File: config.mk
export PLATFORM = sky130hd
export DESIGN_NAME = record_file_checksum_validator
export DESIGN_NICKNAME = d
export VERILOG_FILES = /design/src/rtl/core/rcv_pkg.sv /design/src/rtl/core/rcv_pipe_reg.sv /design/src/rtl/core/rcv_core.sv /design/src/rtl/core/record_file_checksum_validator.sv
export SDC_FILE = /design/constraint.sdc
export NUM_CORES = 1
export LEC_CHECK = 0
export BUFFER_PORTS_ARGS = -buffer_cell sky130_fd_sc_hd__buf_2
export CAP_MARGIN = 10
export CORE_MARGIN = 5
export CORE_UTILIZATION = 60
export CTS_BUF_LIST = sky130_fd_sc_hd__clkbuf_8 sky130_fd_sc_hd__clkbuf_16
export CTS_CLUSTER_DIAMETER = 40
export DETAILED_ROUTE_END_ITERATION = 16
export GPL_TIMING_DRIVEN = 1
export HOLD_SLACK_MARGIN = 0.06
export PLACE_DENSITY = 0.78
export SKIP_LAST_GASP = 1
export SYNTH_ARGS = -nofsm -noshare
export SYNTH_HDL_FRONTEND = slang
export SYNTH_HIERARCHICAL = 1
export SYNTH_SLANG_ARGS = --single-unit
File: constraint.sdc
create_clock -name clk -period 4.7 [get_ports clk]
set_clock_uncertainty 0.15 [all_clocks]
set_input_delay 1.175 -clock clk [delete_from_list [all_inputs] [get_ports clk]]
set_output_delay 1.175 -clock clk [all_outputs]
set_load 0.005 [all_outputs]
File: src/rtl/core/rcv_pkg.sv
// Shared types and constants for the record file checksum validator.
// No dependencies; imported by the core, the top level and the checker.
package rcv_pkg;

  // File format constants
  localparam logic [31:0] MAGIC_WORD      = 32'h0100_00BD;
  localparam logic [30:0] LEN_LIMIT_RESET = 31'd16777216;
  localparam logic [3:0]  SHIFT_STEP      = 4'd3;

  // Field kind codes
  localparam logic [2:0] KIND_MAGIC    = 3'd0;
  localparam logic [2:0] KIND_COUNT    = 3'd1;
  localparam logic [2:0] KIND_NAME_LEN = 3'd2;
  localparam logic [2:0] KIND_VAL_LEN  = 3'd3;
  localparam logic [2:0] KIND_NAME     = 3'd4;
  localparam logic [2:0] KIND_VALUE    = 3'd5;
  localparam logic [2:0] KIND_CHECK    = 3'd6;
  localparam logic [2:0] KIND_IGNORED  = 3'd7;

  // Verdict codes
  localparam logic [2:0] VERDICT_PENDING   = 3'd0;
  localparam logic [2:0] VERDICT_OK        = 3'd1;
  localparam logic [2:0] VERDICT_BAD_MAGIC = 3'd2;
  localparam logic [2:0] VERDICT_NEG_COUNT = 3'd3;
  localparam logic [2:0] VERDICT_BAD_LEN   = 3'd4;
  localparam logic [2:0] VERDICT_TRUNC     = 3'd5;
  localparam logic [2:0] VERDICT_MISMATCH  = 3'd6;

  // Result tdata layout: data_byte, string_end, verdict, zero fill
  localparam int OUT_DATA_W  = 16;
  localparam int VERDICT_LSB = 9;
  localparam int VERDICT_W   = 3;
  localparam int IN_DATA_W   = 8;

  // Parser phase, one-hot
  typedef enum logic [7:0] {
    PH_MAGIC   = 8'b0000_0001,
    PH_COUNT   = 8'b0000_0010,
    PH_NAMELEN = 8'b0000_0100,
    PH_VALLEN  = 8'b0000_1000,
    PH_NAME    = 8'b0001_0000,
    PH_VALUE   = 8'b0010_0000,
    PH_CHECK   = 8'b0100_0000,
    PH_DONE    = 8'b1000_0000
  } phase_t;

  // One result transaction
  typedef struct packed {
    logic [2:0] field_kind;
    logic [7:0] data_byte;
    logic       string_end;
    logic [2:0] verdict;
    logic       file_end;
  } rcv_result_t;

  // One input transaction
  typedef struct packed {
    logic       last_byte;
    logic [7:0] byte_value;
  } rcv_item_t;

endpackage

File: src/rtl/core/rcv_pipe_reg.sv
// Valid/ready register stage; one payload register with a valid flag.
// Depends on nothing; used for the input and result stages.
module rcv_pipe_reg #(
  parameter int W = 8
) (
  input  logic         clk,
  input  logic         rst_n,
  input  logic         in_valid,
  output logic         in_ready,
  input  logic [W-1:0] in_data,
  output logic         out_valid,
  input  logic         out_ready,
  output logic [W-1:0] out_data
);

  logic         valid_r;
  logic [W-1:0] data_r;

  // Take a new transaction when empty or when the held one leaves
  assign in_ready  = !valid_r || out_ready;
  assign out_valid = valid_r;
  assign out_data  = data_r;

  always_ff @(posedge clk) begin
    if (!rst_n) begin
      valid_r <= 1'b0;
    end else if (in_valid && in_ready) begin
      valid_r <= 1'b1;
    end else if (out_ready) begin
      valid_r <= 1'b0;
    end
  end

  // Payload, no reset
  always_ff @(posedge clk) begin
    if (in_valid && in_ready) begin
      data_r <= in_data;
    end
  end

endmodule

File: src/rtl/core/rcv_core.sv
// Parser state and per-byte update: word assembly, length checks, checksum.
// Depends on rcv_pkg; the result is captured by the output stage.
module rcv_core
  import rcv_pkg::*;
(
  input  logic        clk,
  input  logic        rst_n,
  input  logic        step_en,
  input  rcv_item_t   item,
  input  logic [30:0] max_len,
  output rcv_result_t result
);

  phase_t      phase_r, phase_nxt;
  logic [1:0]  wbi_r, wbi_nxt;
  logic [31:0] word_r, word_nxt;
  logic [30:0] recs_r, recs_nxt;
  logic [30:0] vlen_r, vlen_nxt;
  logic [30:0] left_r, left_nxt;
  logic        name_bad_r, name_bad_nxt;
  logic [31:0] csum_r, csum_nxt;
  logic [3:0]  shift_r, shift_nxt;
  logic [2:0]  verdict_r, verdict_nxt;

  logic [7:0]  b;
  logic [31:0] w;
  logic [31:0] b_ext;
  logic [30:0] recs_dec;
  logic [30:0] left_dec;
  logic [2:0]  kind;
  logic        send;
  logic        len_bad;

  assign b     = item.byte_value;
  assign b_ext = {24'd0, b};
  // Completed word when the top byte arrives
  assign w        = {b, word_r[23:0]};
  assign recs_dec = recs_r - 31'd1;
  assign left_dec = left_r - 31'd1;
  assign len_bad  = name_bad_r || (left_r > max_len) || w[31] || (w[30:0] > max_len);

  // Next state for one byte
  always_comb begin
    phase_nxt    = phase_r;
    wbi_nxt      = wbi_r;
    word_nxt     = word_r;
    recs_nxt     = recs_r;
    vlen_nxt     = vlen_r;
    left_nxt     = left_r;
    name_bad_nxt = name_bad_r;
    csum_nxt     = csum_r;
    shift_nxt    = shift_r;
    verdict_nxt  = verdict_r;
    kind         = KIND_IGNORED;
    send         = 1'b0;

    unique case (phase_r)
      PH_MAGIC, PH_COUNT, PH_NAMELEN, PH_VALLEN, PH_CHECK: begin
        unique case (phase_r)
          PH_MAGIC:   kind = KIND_MAGIC;
          PH_COUNT:   kind = KIND_COUNT;
          PH_NAMELEN: kind = KIND_NAME_LEN;
          PH_VALLEN:  kind = KIND_VAL_LEN;
          default:    kind = KIND_CHECK;
        endcase
        if (wbi_r == 2'd3) begin
          wbi_nxt  = 2'd0;
          word_nxt = 32'd0;
          unique case (phase_r)
            PH_MAGIC: begin
              if (w != MAGIC_WORD) begin
                verdict_nxt = VERDICT_BAD_MAGIC;
                phase_nxt   = PH_DONE;
              end else begin
                phase_nxt = PH_COUNT;
              end
            end
            PH_COUNT: begin
              if (w[31]) begin
                verdict_nxt = VERDICT_NEG_COUNT;
                phase_nxt   = PH_DONE;
              end else begin
                recs_nxt  = w[30:0];
                phase_nxt = (w[30:0] == 31'd0) ? PH_CHECK : PH_NAMELEN;
              end
            end
            PH_NAMELEN: begin
              // Name length is checked together with the value length
              left_nxt     = w[30:0];
              name_bad_nxt = w[31];
              phase_nxt    = PH_VALLEN;
            end
            PH_VALLEN: begin
              if (len_bad) begin
                verdict_nxt = VERDICT_BAD_LEN;
                phase_nxt   = PH_DONE;
              end else begin
                vlen_nxt  = w[30:0];
                csum_nxt  = csum_r + {1'b0, left_r} + {1'b0, w[30:0]};
                shift_nxt = 4'd0;
                if (left_r != 31'd0) begin
                  phase_nxt = PH_NAME;
                end else if (w[30:0] != 31'd0) begin
                  // empty name, go straight to the value
                  left_nxt  = w[30:0];
                  phase_nxt = PH_VALUE;
                end else begin
                  // empty record
                  recs_nxt  = recs_dec;
                  phase_nxt = (recs_dec == 31'd0) ? PH_CHECK : PH_NAMELEN;
                end
              end
            end
            default: begin
              verdict_nxt = (w == csum_r) ? VERDICT_OK : VERDICT_MISMATCH;
              phase_nxt   = PH_DONE;
            end
          endcase
        end else begin
          wbi_nxt = wbi_r + 2'd1;
          word_nxt[{wbi_r, 3'b000} +: 8] = b;
        end
      end
      PH_NAME, PH_VALUE: begin
        kind      = (phase_r == PH_NAME) ? KIND_NAME : KIND_VALUE;
        csum_nxt  = csum_r + b_ext + (b_ext << shift_r);
        shift_nxt = shift_r + SHIFT_STEP;
        left_nxt  = left_dec;
        if (left_dec == 31'd0) begin
          send      = 1'b1;
          shift_nxt = 4'd0;
          if (phase_r == PH_NAME && vlen_r != 31'd0) begin
            left_nxt  = vlen_r;
            phase_nxt = PH_VALUE;
          end else begin
            recs_nxt  = recs_dec;
            phase_nxt = (recs_dec == 31'd0) ? PH_CHECK : PH_NAMELEN;
          end
        end
      end
      default: begin
        // done: trailing bytes change nothing
      end
    endcase

    // A file that ends before a verdict is truncated
    if (item.last_byte && verdict_nxt == VERDICT_PENDING) begin
      verdict_nxt = VERDICT_TRUNC;
    end
  end

  assign result.field_kind = kind;
  assign result.data_byte  = b;
  assign result.string_end = send;
  assign result.verdict    = verdict_nxt;
  assign result.file_end   = item.last_byte;

  // State registers; end of file restarts the parser
  always_ff @(posedge clk) begin
    if (!rst_n || (step_en && item.last_byte)) begin
      phase_r    <= PH_MAGIC;
      wbi_r      <= 2'd0;
      word_r     <= 32'd0;
      recs_r     <= 31'd0;
      vlen_r     <= 31'd0;
      left_r     <= 31'd0;
      name_bad_r <= 1'b0;
      csum_r     <= MAGIC_WORD;
      shift_r    <= 4'd0;
      verdict_r  <= VERDICT_PENDING;
    end else if (step_en) begin
      phase_r    <= phase_nxt;
      wbi_r      <= wbi_nxt;
      word_r     <= word_nxt;
      recs_r     <= recs_nxt;
      vlen_r     <= vlen_nxt;
      left_r     <= left_nxt;
      name_bad_r <= name_bad_nxt;
      csum_r     <= csum_nxt;
      shift_r    <= shift_nxt;
      verdict_r  <= verdict_nxt;
    end
  end

endmodule

File: src/rtl/core/record_file_checksum_validator.sv
// Record file checksum validator, top level.
// An accepted input transaction passes the input register, then the result register.
// Throughput: one byte per cycle; the parser update sits between the input
// register and the result register, and both stages hold under backpressure.
// Reset (rst_n low, synchronous) clears the parser and the pipeline and sets
// max_string_len to 1 << 24; a byte with tlast set returns the parser to start.
module record_file_checksum_validator
  import rcv_pkg::*;
(
  input  logic                  clk,
  input  logic                  rst_n,
  // input stream
  input  logic                  in_tvalid,
  output logic                  in_tready,
  input  logic [IN_DATA_W-1:0]  in_tdata,   // [7:0] byte_value
  input  logic                  in_tlast,   // last_byte
  // result stream
  output logic                  out_tvalid,
  input  logic                  out_tready,
  output logic [OUT_DATA_W-1:0] out_tdata,  // [7:0] data_byte, [8] string_end,
                                            // [11:9] verdict, [15:12] zero
  output logic [2:0]            out_tuser,  // [2:0] field_kind
  output logic                  out_tlast,  // file_end
  // configuration
  input  logic                  cfg_wr_en,
  input  logic [30:0]           cfg_wr_data // max_string_len
);

  logic        s1_valid;
  logic        s2_ready;
  rcv_item_t   in_item;
  rcv_item_t   s1_item;
  rcv_result_t core_res;
  rcv_result_t out_res;
  logic [30:0] max_len_r;

  // Length limit register
  always_ff @(posedge clk) begin
    if (!rst_n) begin
      max_len_r <= LEN_LIMIT_RESET;
    end else if (cfg_wr_en) begin
      max_len_r <= cfg_wr_data;
    end
  end

  assign in_item.byte_value = in_tdata;
  assign in_item.last_byte  = in_tlast;

  // Input register
  rcv_pipe_reg #(.W($bits(rcv_item_t))) u_in_stage (
    .clk      (clk),
    .rst_n    (rst_n),
    .in_valid (in_tvalid),
    .in_ready (in_tready),
    .in_data  (in_item),
    .out_valid(s1_valid),
    .out_ready(s2_ready),
    .out_data (s1_item)
  );

  // Parser, stepped when the byte moves into the result register
  rcv_core u_core (
    .clk    (clk),
    .rst_n  (rst_n),
    .step_en(s1_valid && s2_ready),
    .item   (s1_item),
    .max_len(max_len_r),
    .result (core_res)
  );

  // Result register
  rcv_pipe_reg #(.W($bits(rcv_result_t))) u_out_stage (
    .clk      (clk),
    .rst_n    (rst_n),
    .in_valid (s1_valid),
    .in_ready (s2_ready),
    .in_data  (core_res),
    .out_valid(out_tvalid),
    .out_ready(out_tready),
    .out_data (out_res)
  );

  assign out_tdata = {4'd0, out_res.verdict, out_res.string_end, out_res.data_byte};
  assign out_tuser = out_res.field_kind;
  assign out_tlast = out_res.file_end;

endmodule

# Yosys cells after proc, flatten, opt, wreduce, memory -nomap -nowiden
# Cells that the tools add are included.
# W data, S select, Z words.
[op_classes]
n_lt_le_gt_ge = 2
reduce_logical = 33
n_addsub = 9
eq_ne = 22
muxes = 57
bitwise_logic = 1
n_shift = 3
[op_table]
columns = ["op", "count"]
rows = [
  ["$mux W31", 13],
  ["$pmux W31 S2", 4],
  ["$mux W32", 4],
  ["$logic_not A31 Y1", 3],
  ["$reduce_bool A31 Y1", 3],
  ["$add A32 B31 Y32", 2],
  ["$mux W8", 8],
  ["$pmux W32 S2", 1],
  ["$gt A31 B31 Y1", 2],
  ["$sub A31 B1 Y31 const B", 2],
  ["$add A32 B32 Y32", 1],
  ["$add A32 B8 Y32", 1],
  ["$bwmux W32", 1],
  ["$eq A32 B32 Y1", 1],
  ["$ne A32 B25 Y1 const B", 1],
  ["$pmux W8 S4", 1],
  ["$shift A8 B7 Y32 const A", 1],
  ["$shiftx A8 B7 Y32", 1],
  ["$shl A8 B4 Y32", 1],
  ["$pmux W3 S4", 2],
  ["$mux W3", 7],
  ["$mux W4", 4],
  ["$pmux W8 S2", 1],
  ["$mux W7", 2],
  ["other kinds (33)", 60],
]
[totals]
ff_bits = 233
inputBits = 45
out_inout_bits = 22
word_cells = 143

# Logic depth before layout (Yosys ltp)
# Gate-level depths: netlist of the first run.
[depth]
depth_word = 11
depth_mapped = 19
depth_no_buf = 18

# Hierarchy
# Netlist of the first run, hierarchy kept.
[modules_own_cells]
columns = ["module", "area_each_um2", "cells_per_inst", "seq_area_each_um2", "n_inst"]
rows = [
  ["rcv_core", 15661.3, 2089, 3343.2, 1],
  ["record_file_checksum_validator", 1244.9, 106, 620.6, 1],
  ["rcv_pipe_reg at u_out_stage", 538.0, 21, 500.5, 1],
  ["rcv_pipe_reg at u_in_stage", 327.8, 14, 290.3, 1],
]

# Worst setup path after synthesis of the first run
# No wires, ideal clock.
[synth_path]
path_kind = "register -> register"
startpoint = "register u_in_stage.data_r[1], in the netlist u_in_stage/out_data[1]"
endpoint = "register u_core.csum_r[28]"
setup_time_ps = 86
stages_incl_launch_ff = 18
slack_ps = 383
required_ps = 4464
synth_period_minus_slack_ps = 4317
n_path_buf = 1
arrival_time_ps = 4081
path_cell_list = "edfxtp_1 > clkbuf_1 > mux2_2 > nor2_1 > a21oi_1 > mux2_2 > and2_1 > fa_1 > ha_1 > a21oi_1 > nor2b_1 > o31a_1 > o311ai_0 > nand2_1 > a31oi_1 > nor2_1 > a32o_1 > a211oi_1"
[synth_between]
elab_chain_cells = 5
elab_cells_between_ends = 12
classes_between = "3 x add/sub; 1 x order compare; 1 x eq/ne; 1 x shift; 4 x mux; 2 x reduce/logical"
[synth_lines]
columns = ["item", "line_no", "rtl"]
rows = [
  ["from (decl)", "rcv_pipe_reg.sv:17", "logic [W-1:0] data_r;"],
  ["from (signal assigned)", "rcv_pipe_reg.sv:37", "data_r <= in_data;"],
  ["branches (longest 5 deep; another with $add A32 B8 Y32)", "--", ""],
  ["to (signal assigned)", "rcv_core.sv:179", "csum_r <= csum_nxt;"],
  ["to (decl)", "rcv_core.sv:21", "logic [31:0] csum_r, csum_nxt;"],
]
# Several ways; the timed one is not identified. The select of a mux whose other input is x is not followed.
# A chain may end at the register's enable or synchronous reset.

# Worst setup path in the final report of the first run
[layout_path]
startpoint = "register u_in_stage.data_r[2], in the netlist u_in_stage/out_data[2]"
endpoint = "register u_core.csum_r[27]"
# The elaborated chain is that of the path after synthesis.

==> impl_metrics.json, run 1 <==
{
  "hold_depth": 2,
  "arrival_ns": 4.75,
  "dr.pass1.iters": 10,
  "synth.avg_cell_area_um2": 7.97,
  "cts_root_buffer": "clkbuf_16",
  "p_leak_nw": 8.45,
  "hold_class": "reg2reg",
  "fp.dieW_um": 182,
  "rsz0062_at_grt": "false",
  "maxCapViolCount": 0,
  "drive_gt1_share_pct": 11.0,
  "synthCells": 2230,
  "clk_pin_slew_ns": 0.06,
  "hold_end": "u_core/recs_r[10]",
  "ir_drop_mv": 0.288,
  "cts_setup_buffers": 0,
  "grt.met2_usage_pct": 55.9,
  "nFillCells": 2399,
  "dp.cells": 2620,
  "tns_ns": 0,
  "busiest_layer": "met2",
  "synth-main-ff-cell": "dfxtp_1",
  "viasPerCell": 6.72,
  "cts_tree": "done",
  "r2r_cells": 16,
  "drt_iter0_drc": 2399,
  "setup.worst_path.end_class": "flop",
  "pre_cts_slack_ns": 0.228,
  "track_usage_pct": 36.7,
  "finalCritPeriodShare_pct": 94.7,
  "synth.distinct_cells": 89,
  "nets": 2497,
  "utilization_pct": 67.7,
  "wire_per_inst_um": 23.4,
  "wl_um": 63000,
  "vias": 18095,
  "maxSlewHeadroom_pct": 4.77,
  "finalSetupViolCount": 0,
  "hold_start": "u_core/recs_r[10]",
  "grt_use_met3_pct": 8.51,
  "htree_levels": 2,
  "clkSinkCount": 225,
  "ant_nets": 0,
  "cts_hold_buf": 0,
  "critPathKind": "reg2reg",
  "yosysSeqAreaShare_pct": 26.8,
  "overflow": 0,
  "r2r_start": "u_in_stage/out_data[2]",
  "slew_violations": 0,
  "status": "finished clean",
  "clockBufferDepth": 3,
  "fmax_ghz": 0.225,
  "synth_edf_count": 25,
  "instances_no_fill": 2694,
  "hold_viol_final": 0,
  "die_area_mm2": 0.0332,
  "worst_slew_pin_slew_ns": 1.42,
  "synthToLayoutAreaGrowth_pct": 12.3,
  "grt_pass1_vias": 17120,
  "ys_ff_latch": 225,
  "yosys_warnings": 6,
  "initial_utilization_pct": 60.3,
  "core.rowCount": 63,
  "io_buffer_count": 62,
  "drc_errors": 0,
  "worst_ep_required_time_ns": 5.00,
  "fp.dieH_um": 182,
  "worstSetupStartpointType": "flop",
  "r2r_end": "u_core/csum_r[27]",
  "grt_max_degree": 68,
  "grt_pass1_wl_um": 96500,
  "syn-cell-area_mm2": 0.0178,
  "layout_setup_ws_ns": 0.248,
  "gp_congestion": 1.07,
  "ys_async_sr_fraction_pct": 0,
  "use_met1_pct": 48.4,
  "antenna_found_initial": 4,
  "layout_min_cycle_time_ns": 4.45,
  "cts_buffers": 39,
  "power_density_mw_per_mm2": 269,
  "ios": 67,
  "coreArea_mm2": 0.0295,
  "crit_fanout": 6,
  "dp_hpwl_um": 45700,
  "clock_latency_ns": 0.55,
  "rrSetupSlack_ns": 0.25
}
==> kinds of logic after synthesis <==
kind of cell    count (synthesis)  share of synthesized area, %
flops                         225                          26.8
other cells                     1                        0.0211
fa+ha+maj                     181                          14.5
simple gates                  801                          22.4
buf+inv                       225                          5.48
xor+xnor                      110                          5.42
mux                            75                          4.26
compound gates                612                          21.2
==> final cells by class <==
| type | count | area [um^2] | share of cell area, % |
|---|---|---|---|
| diodes | 2 | 5.00 | 0.0251 |
| clock buffers | 42 | 1020 | 5.10 |
| clock inverters | 30 | 312 | 1.56 |
| inverters | 77 | 289 | 1.45 |
| multi-input cells | 1783 | 12100 | 60.7 |
| flip-flops and latches | 225 | 4750 | 23.8 |
| well taps | 390 | 488 | 2.45 |
| repair buffers | 145 | 983 | 4.93 |
==> registers in the layout (all words and copies together), names as in the netlist, 3 cells and up <==
signal                cells
u_core/verdict_r          3
u_core/left_r            31
u_core/recs_r            31
u_core/vlen_r            31
u_core/phase_r            8
u_core/word_r            24
u_core/shift_r            4
u_out_stage/out_data     16
u_in_stage/out_data       9
max_len_r                31
u_core/csum_r            32
==> per-stage QoR <==
| step | power (mW) | cell area, um^2 | hold WS [ns] |
|---|---|---|---|
| 6_report | 5.36 | 20000 | 0.344 |
| 5_1_grt | 5.51 | 20000 | 0.371 |
| 4_1_cts | 5.37 | 19900 | 0.344 |
| 3_5_place_dp | 2.52 | 18600 | 0.314 |
| 3_3_place_gp | 2.51 | 18600 | 0.307 |
| 2_1_floorplan | 2.37 | 17800 | 0.292 |
==> synth_stat cells, types with 6 or more instances <==
master / instances / share of area, %
nor2b_1: 43 / 1.5
clkbuf_1: 117 / 2.5
or4_1: 12 / 0.51
or2_2: 6 / 0.21
nor3_1: 51 / 1.4
nand2b_1: 17 / 0.60
dfxtp_1: 200 / 23
o22ai_1: 10 / 0.35
o21a_1: 8 / 0.34
o21ai_0: 161 / 4.5
a21oi_1: 202 / 5.7
fa_1: 41 / 4.6
nand4b_1: 8 / 0.39
inv_1: 75 / 1.6
a311oi_1: 6 / 0.30
buf_4: 16 / 0.68
o41ai_1: 7 / 0.34
a21boi_0: 7 / 0.30
o211ai_1: 30 / 1.3
o31ai_1: 16 / 0.68
nand2_1: 212 / 4.5
a31oi_1: 20 / 0.70
nor2_1: 188 / 4.0
a21o_1: 19 / 0.80
and3_1: 20 / 0.70
xnor2_1: 79 / 3.9
nand4_1: 46 / 1.6
nand3b_1: 11 / 0.46
edfxtp_1: 25 / 4.2
and2_1: 22 / 0.77
a211oi_1: 50 / 2.1
nand3_1: 85 / 2.4
xor2_1: 31 / 1.5
nor4_1: 45 / 1.6
or3_1: 9 / 0.32
o21ai_1: 6 / 0.17
ha_1: 140 / 9.9
mux2i_1: 70 / 3.9
==> where the power goes <==
part | total (mW) | switching [mW] | internal (mW) | leakage [nW]
registers | 2.00 | 0.0260 | 1.98 | 1.86
clock network | 2.86 | 1.13 | 1.73 | 0.646
logic | 0.500 | 0.315 | 0.185 | 5.95
==> routing by layer <==
| metal | vias to the layer above | routed length (um) |
|---|---|---|
| met5 | - | 0 |
| met4 | 0 | 4240 |
| met3 | 282 | 8010 |
| met2 | 1196 | 26700 |
| met1 | 8429 | 24000 |
| li1 | 8188 | - |
==> placed cells by master (no fill, tap or decap), drive strengths merged, types with 19 or more instances in the layout <==
| cell type | n |
|---|---|
| dfxtp | 200 |
| a21o | 19 |
| inv | 86 |
| a31oi | 20 |
| nand2 | 212 |
| nand2b | 19 |
| ha | 140 |
| a211oi | 50 |
| a21oi | 202 |
| xor2 | 31 |
| o21ai | 168 |
| nor3 | 51 |
| buf | 145 |
| nand4 | 46 |
| edfxtp | 25 |
| nor4 | 46 |
| nand3 | 85 |
| nor2b | 43 |
| mux2i | 70 |
| nor2 | 188 |
| fa | 41 |
| and2 | 24 |
| o211ai | 30 |
| xnor2 | 79 |
| and3 | 20 |
| clkbuf | 42 |
==> worst max-delay path by stage <==
| stage | start | endpoint | slack [ns] | depth (start not counted) |
|---|---|---|---|---|
| after global routing | u_core/shift_r[1] | u_core/csum_r[28] | 0.05 | 15 |
| final | u_in_stage/out_data[2] | u_core/csum_r[27] | 0.25 | 16 |
| after global placement | u_in_stage/out_data[2] | u_core/csum_r[27] | 0.41 | 16 |
| after detailed placement | u_core/shift_r[1] | u_core/csum_r[28] | 0.23 | 15 |
| after CTS | u_core/shift_r[1] | u_core/csum_r[28] | 0.22 | 15 |
| after floorplan | u_in_stage/out_data[1] | u_core/csum_r[28] | 0.38 | 17 |
==> what timing repair did <==
action | in CTS | in global routing
setup endpoints to repair | 0 | 3
hold endpoints to repair | 0 | 0
resized for setup | 0 | 2
==> worst max-delay path: stages (launching register included) <==
cell       delay, ns
edfxtp_1        0.50
mux2i_1         0.23
nor2_1          0.06
a31oi_1         0.38
nor3_1          0.12
fa_1            0.53
inv_1           0.06
fa_1            0.45
nand2b_1        0.22
a21oi_2         0.25
o2111ai_1       0.20
o311a_1         0.20
a31oi_1         0.33
nor2_1          0.17
o21ai_0         0.17
a21oi_1         0.08
a311oi_1        0.25
Note: power is estimated with default switching activity, not from simulation.
==> inputs of run 2 (changes only) <==
- SYNTH_HIERARCHICAL: 1 -> default
==> run 2 against run 1 <==
  * Clock power is 2% lower
  * Final cell count is 0.41% higher
  * Combinational power is 4.2% higher
  * Register-to-register slack worse by 0.16 ns
  * Maximum frequency is 3.4% lower
  * Flip-flop and latch count stayed put
  * Critical endpoint is now u_core.csum_r[26]
==> impl_metrics.json, run 2 <==
{
  "critPathKind": "reg2reg",
  "clk_pin_slew_ns": 0.06,
  "crit_fanout": 8,
  "n_antenna_cell": 0,
  "clkSinkCount": 225,
  "ys_async_sr_fraction_pct": 0,
  "initial_utilization_pct": 60.5,
  "grt_max_degree": 80,
  "layout_setup_ws_ns": 0.0899,
  "ant_nets": 0,
  "utilization_pct": 69.4,
  "nets": 2519,
  "grt_pass1_wl_um": 97400,
  "maxCapViolCount": 0,
  "layout_min_cycle_time_ns": 4.61,
  "drive_gt1_share_pct": 13.8,
  "synth.avg_cell_area_um2": 8.18,
  "final_area_mm2": 0.0205,
  "ios": 67,
  "synth.most_common_cell": "nor2_1",
  "power_density_mw_per_mm2": 260,
  "synth.distinct_cells": 93,
  "tns_ns": 0,
  "worst_slew_pin_slew_ns": 1.14,
  "clock_latency_ns": 0.55,
  "synthToLayoutAreaGrowth_pct": 14.8,
  "coreArea_mm2": 0.0296,
  "hold_class": "reg2reg",
  "final_common_cell": "nor2_1",
  "fp.dieH_um": 183,
  "status": "finished clean",
  "p_total_mw": 5.33,
  "slew_violations": 0,
  "core.rowCount": 63,
  "dp_hpwl_um": 47000,
  "ys_ff_latch": 225,
  "finalSetupViolCount": 0,
  "viasPerCell": 6.67,
  "timing.hold.ws_ns": 0.339,
  "top_register": "u_core.csum_r",
  "cts_root_buffer": "clkbuf_16",
  "rrSetupSlack_ns": 0.09,
  "mostFrequentLayoutCells": "nor2_1, dfxtp_1, nand2_1",
  "dr.pass1.iters": 7,
  "grt_pass1_vias": 16917,
  "r2r_cells": 18,
  "wire_per_inst_um": 23.6,
  "overflow": 0,
  "largest_reg_flops": 32,
  "synth_edf_count": 25,
  "hold_depth": 2,
  "clockBufferDepth": 3,
  "setup.worst_path.end_class": "flop",
  "fmax_ghz": 0.217,
  "die_area_mm2": 0.0333,
  "cts_buffers": 38,
  "arrival_ns": 4.89,
  "dp.cells": 2629,
  "track_usage_pct": 36.9,
  "cts_hold_buf": 0,
  "synth_top_cell_by_area": "dfxtp_1",
  "gp_congestion": 1.02,
  "fp.dieW_um": 183,
  "cts_tree": "done",
  "worstSetupStartpointType": "flop",
  "drc_errors": 0,
  "hold_viol_final": 0,
  "finalCritPeriodShare_pct": 98.1,
  "worst_ep_required_time_ns": 4.98,
  "vias": 18046,
  "wl_um": 63700,
  "instances_no_fill": 2705,
  "synthTopCellsByArea": "dfxtp_1, ha_1, nor2_1",
  "synth_commonest_cells": "nor2_1, dfxtp_1, nand2_1",
  "htree_levels": 2,
  "p_leak_nw": 9.21,
  "synth-main-ff-cell": "dfxtp_1",
  "synthCells": 2186,
  "maxSlewHeadroom_pct": 23.5,
  "yosysTopAreaCellShare_pct": 22.4,
  "pre_cts_slack_ns": 0.0529,
  "drt_iter0_drc": 2249,
  "ir_drop_mv": 0.210,
  "yosys_warnings": 0,
  "antenna_found_initial": 0,
  "yosysSeqAreaShare_pct": 26.6,
  "place_area_mm2": 0.0191,
  "io_buffer_count": 62,
  "syn-cell-area_mm2": 0.0179
}
## run 2: cell types whose count changed after synthesis, moves of 11 or more
cell      before  now
buf_4         16    4
a21o_1        19   30
mux2i_1       70   86
a21oi_1      202  157
o21ai_0      161   93
clkbuf_1     117  103
nand3_1       85   63
or3_1          9   20
xnor2_1       79   59
nor3_1        51   69
nand4_1       46   34
nor2_1       188  256
nand2_1      212  168
xor2_1        31   49
## run 2: cell type report
type	instances	area (um^2)
clock buffer	40	978
clock inverter	30	319
fill	2339	9040
inverter	80	300
multi-input combinational	1753	12400
sequential	225	4760
tap	390	488
timing repair buffer	187	1310
## run 2: final timing paths
| path | startpoint | to |
|---|---|---|
| hold / removal | u_core.recs_r[19] | u_core.recs_r[19] |
| hold reg to reg | u_core.recs_r[19] | u_core.recs_r[19] |
| setup / recovery | u_in_stage.out_data[2] | u_core.csum_r[26] |
| setup reg to reg | u_in_stage.out_data[2] | u_core.csum_r[26] |
## run 2: metal layers
| metal | GRT usage, % | part of all wire [%] | vias up |
|---|---|---|---|
| met3 | 8.05 | 11 | 286 |
| met4 | 20.1 | 6.9 | 0 |
| met1 | 49.6 | 40 | 8465 |
| met5 | 0 | 0 | - |
| met2 | 55.3 | 42 | 1088 |
| li1 | - | - | 8207 |
## run 2: worst max-delay path: stages, from the launching register on
cell	delay, ns
edfxtp_1	0.46
mux2i_1	0.21
nor2_1	0.06
a31oi_1	0.23
buf_4	0.17
nor2_1	0.03
a21oi_1	0.21
nor2_1	0.09
fa_1	0.44
ha_1	0.34
o21ai_0	0.33
nor2_1	0.15
a211oi_1	0.42
o211ai_1	0.20
nand2_1	0.14
o21a_1	0.34
nand3b_1	0.16
o21ai_0	0.12
a211oi_1	0.27
## run 2: cell families after synthesis
family / Yosys count / synth area share [%]
adder cells (fa/ha/maj): 189 / 15.0
other: 1 / 0.0210
AND/OR/NAND/NOR: 802 / 22.4
buffers and inverters: 211 / 4.70
AO/OA/AOI/OAI: 559 / 20.9
XOR/XNOR: 108 / 5.29
multiplexers: 91 / 5.13
flip-flops: 225 / 26.6
## run 2: what timing repair did
action                     in CTS  in global routing
setup buffers                   0                  6
setup endpoints to repair       0                  7
resized for setup               0                 10
## run 2: power breakdown
part / leakage [nW] / switching, mW / internal [mW]
clock network: 0.639 / 1.13 / 1.68
registers: 1.86 / 0.0233 / 1.98
logic: 6.72 / 0.323 / 0.198
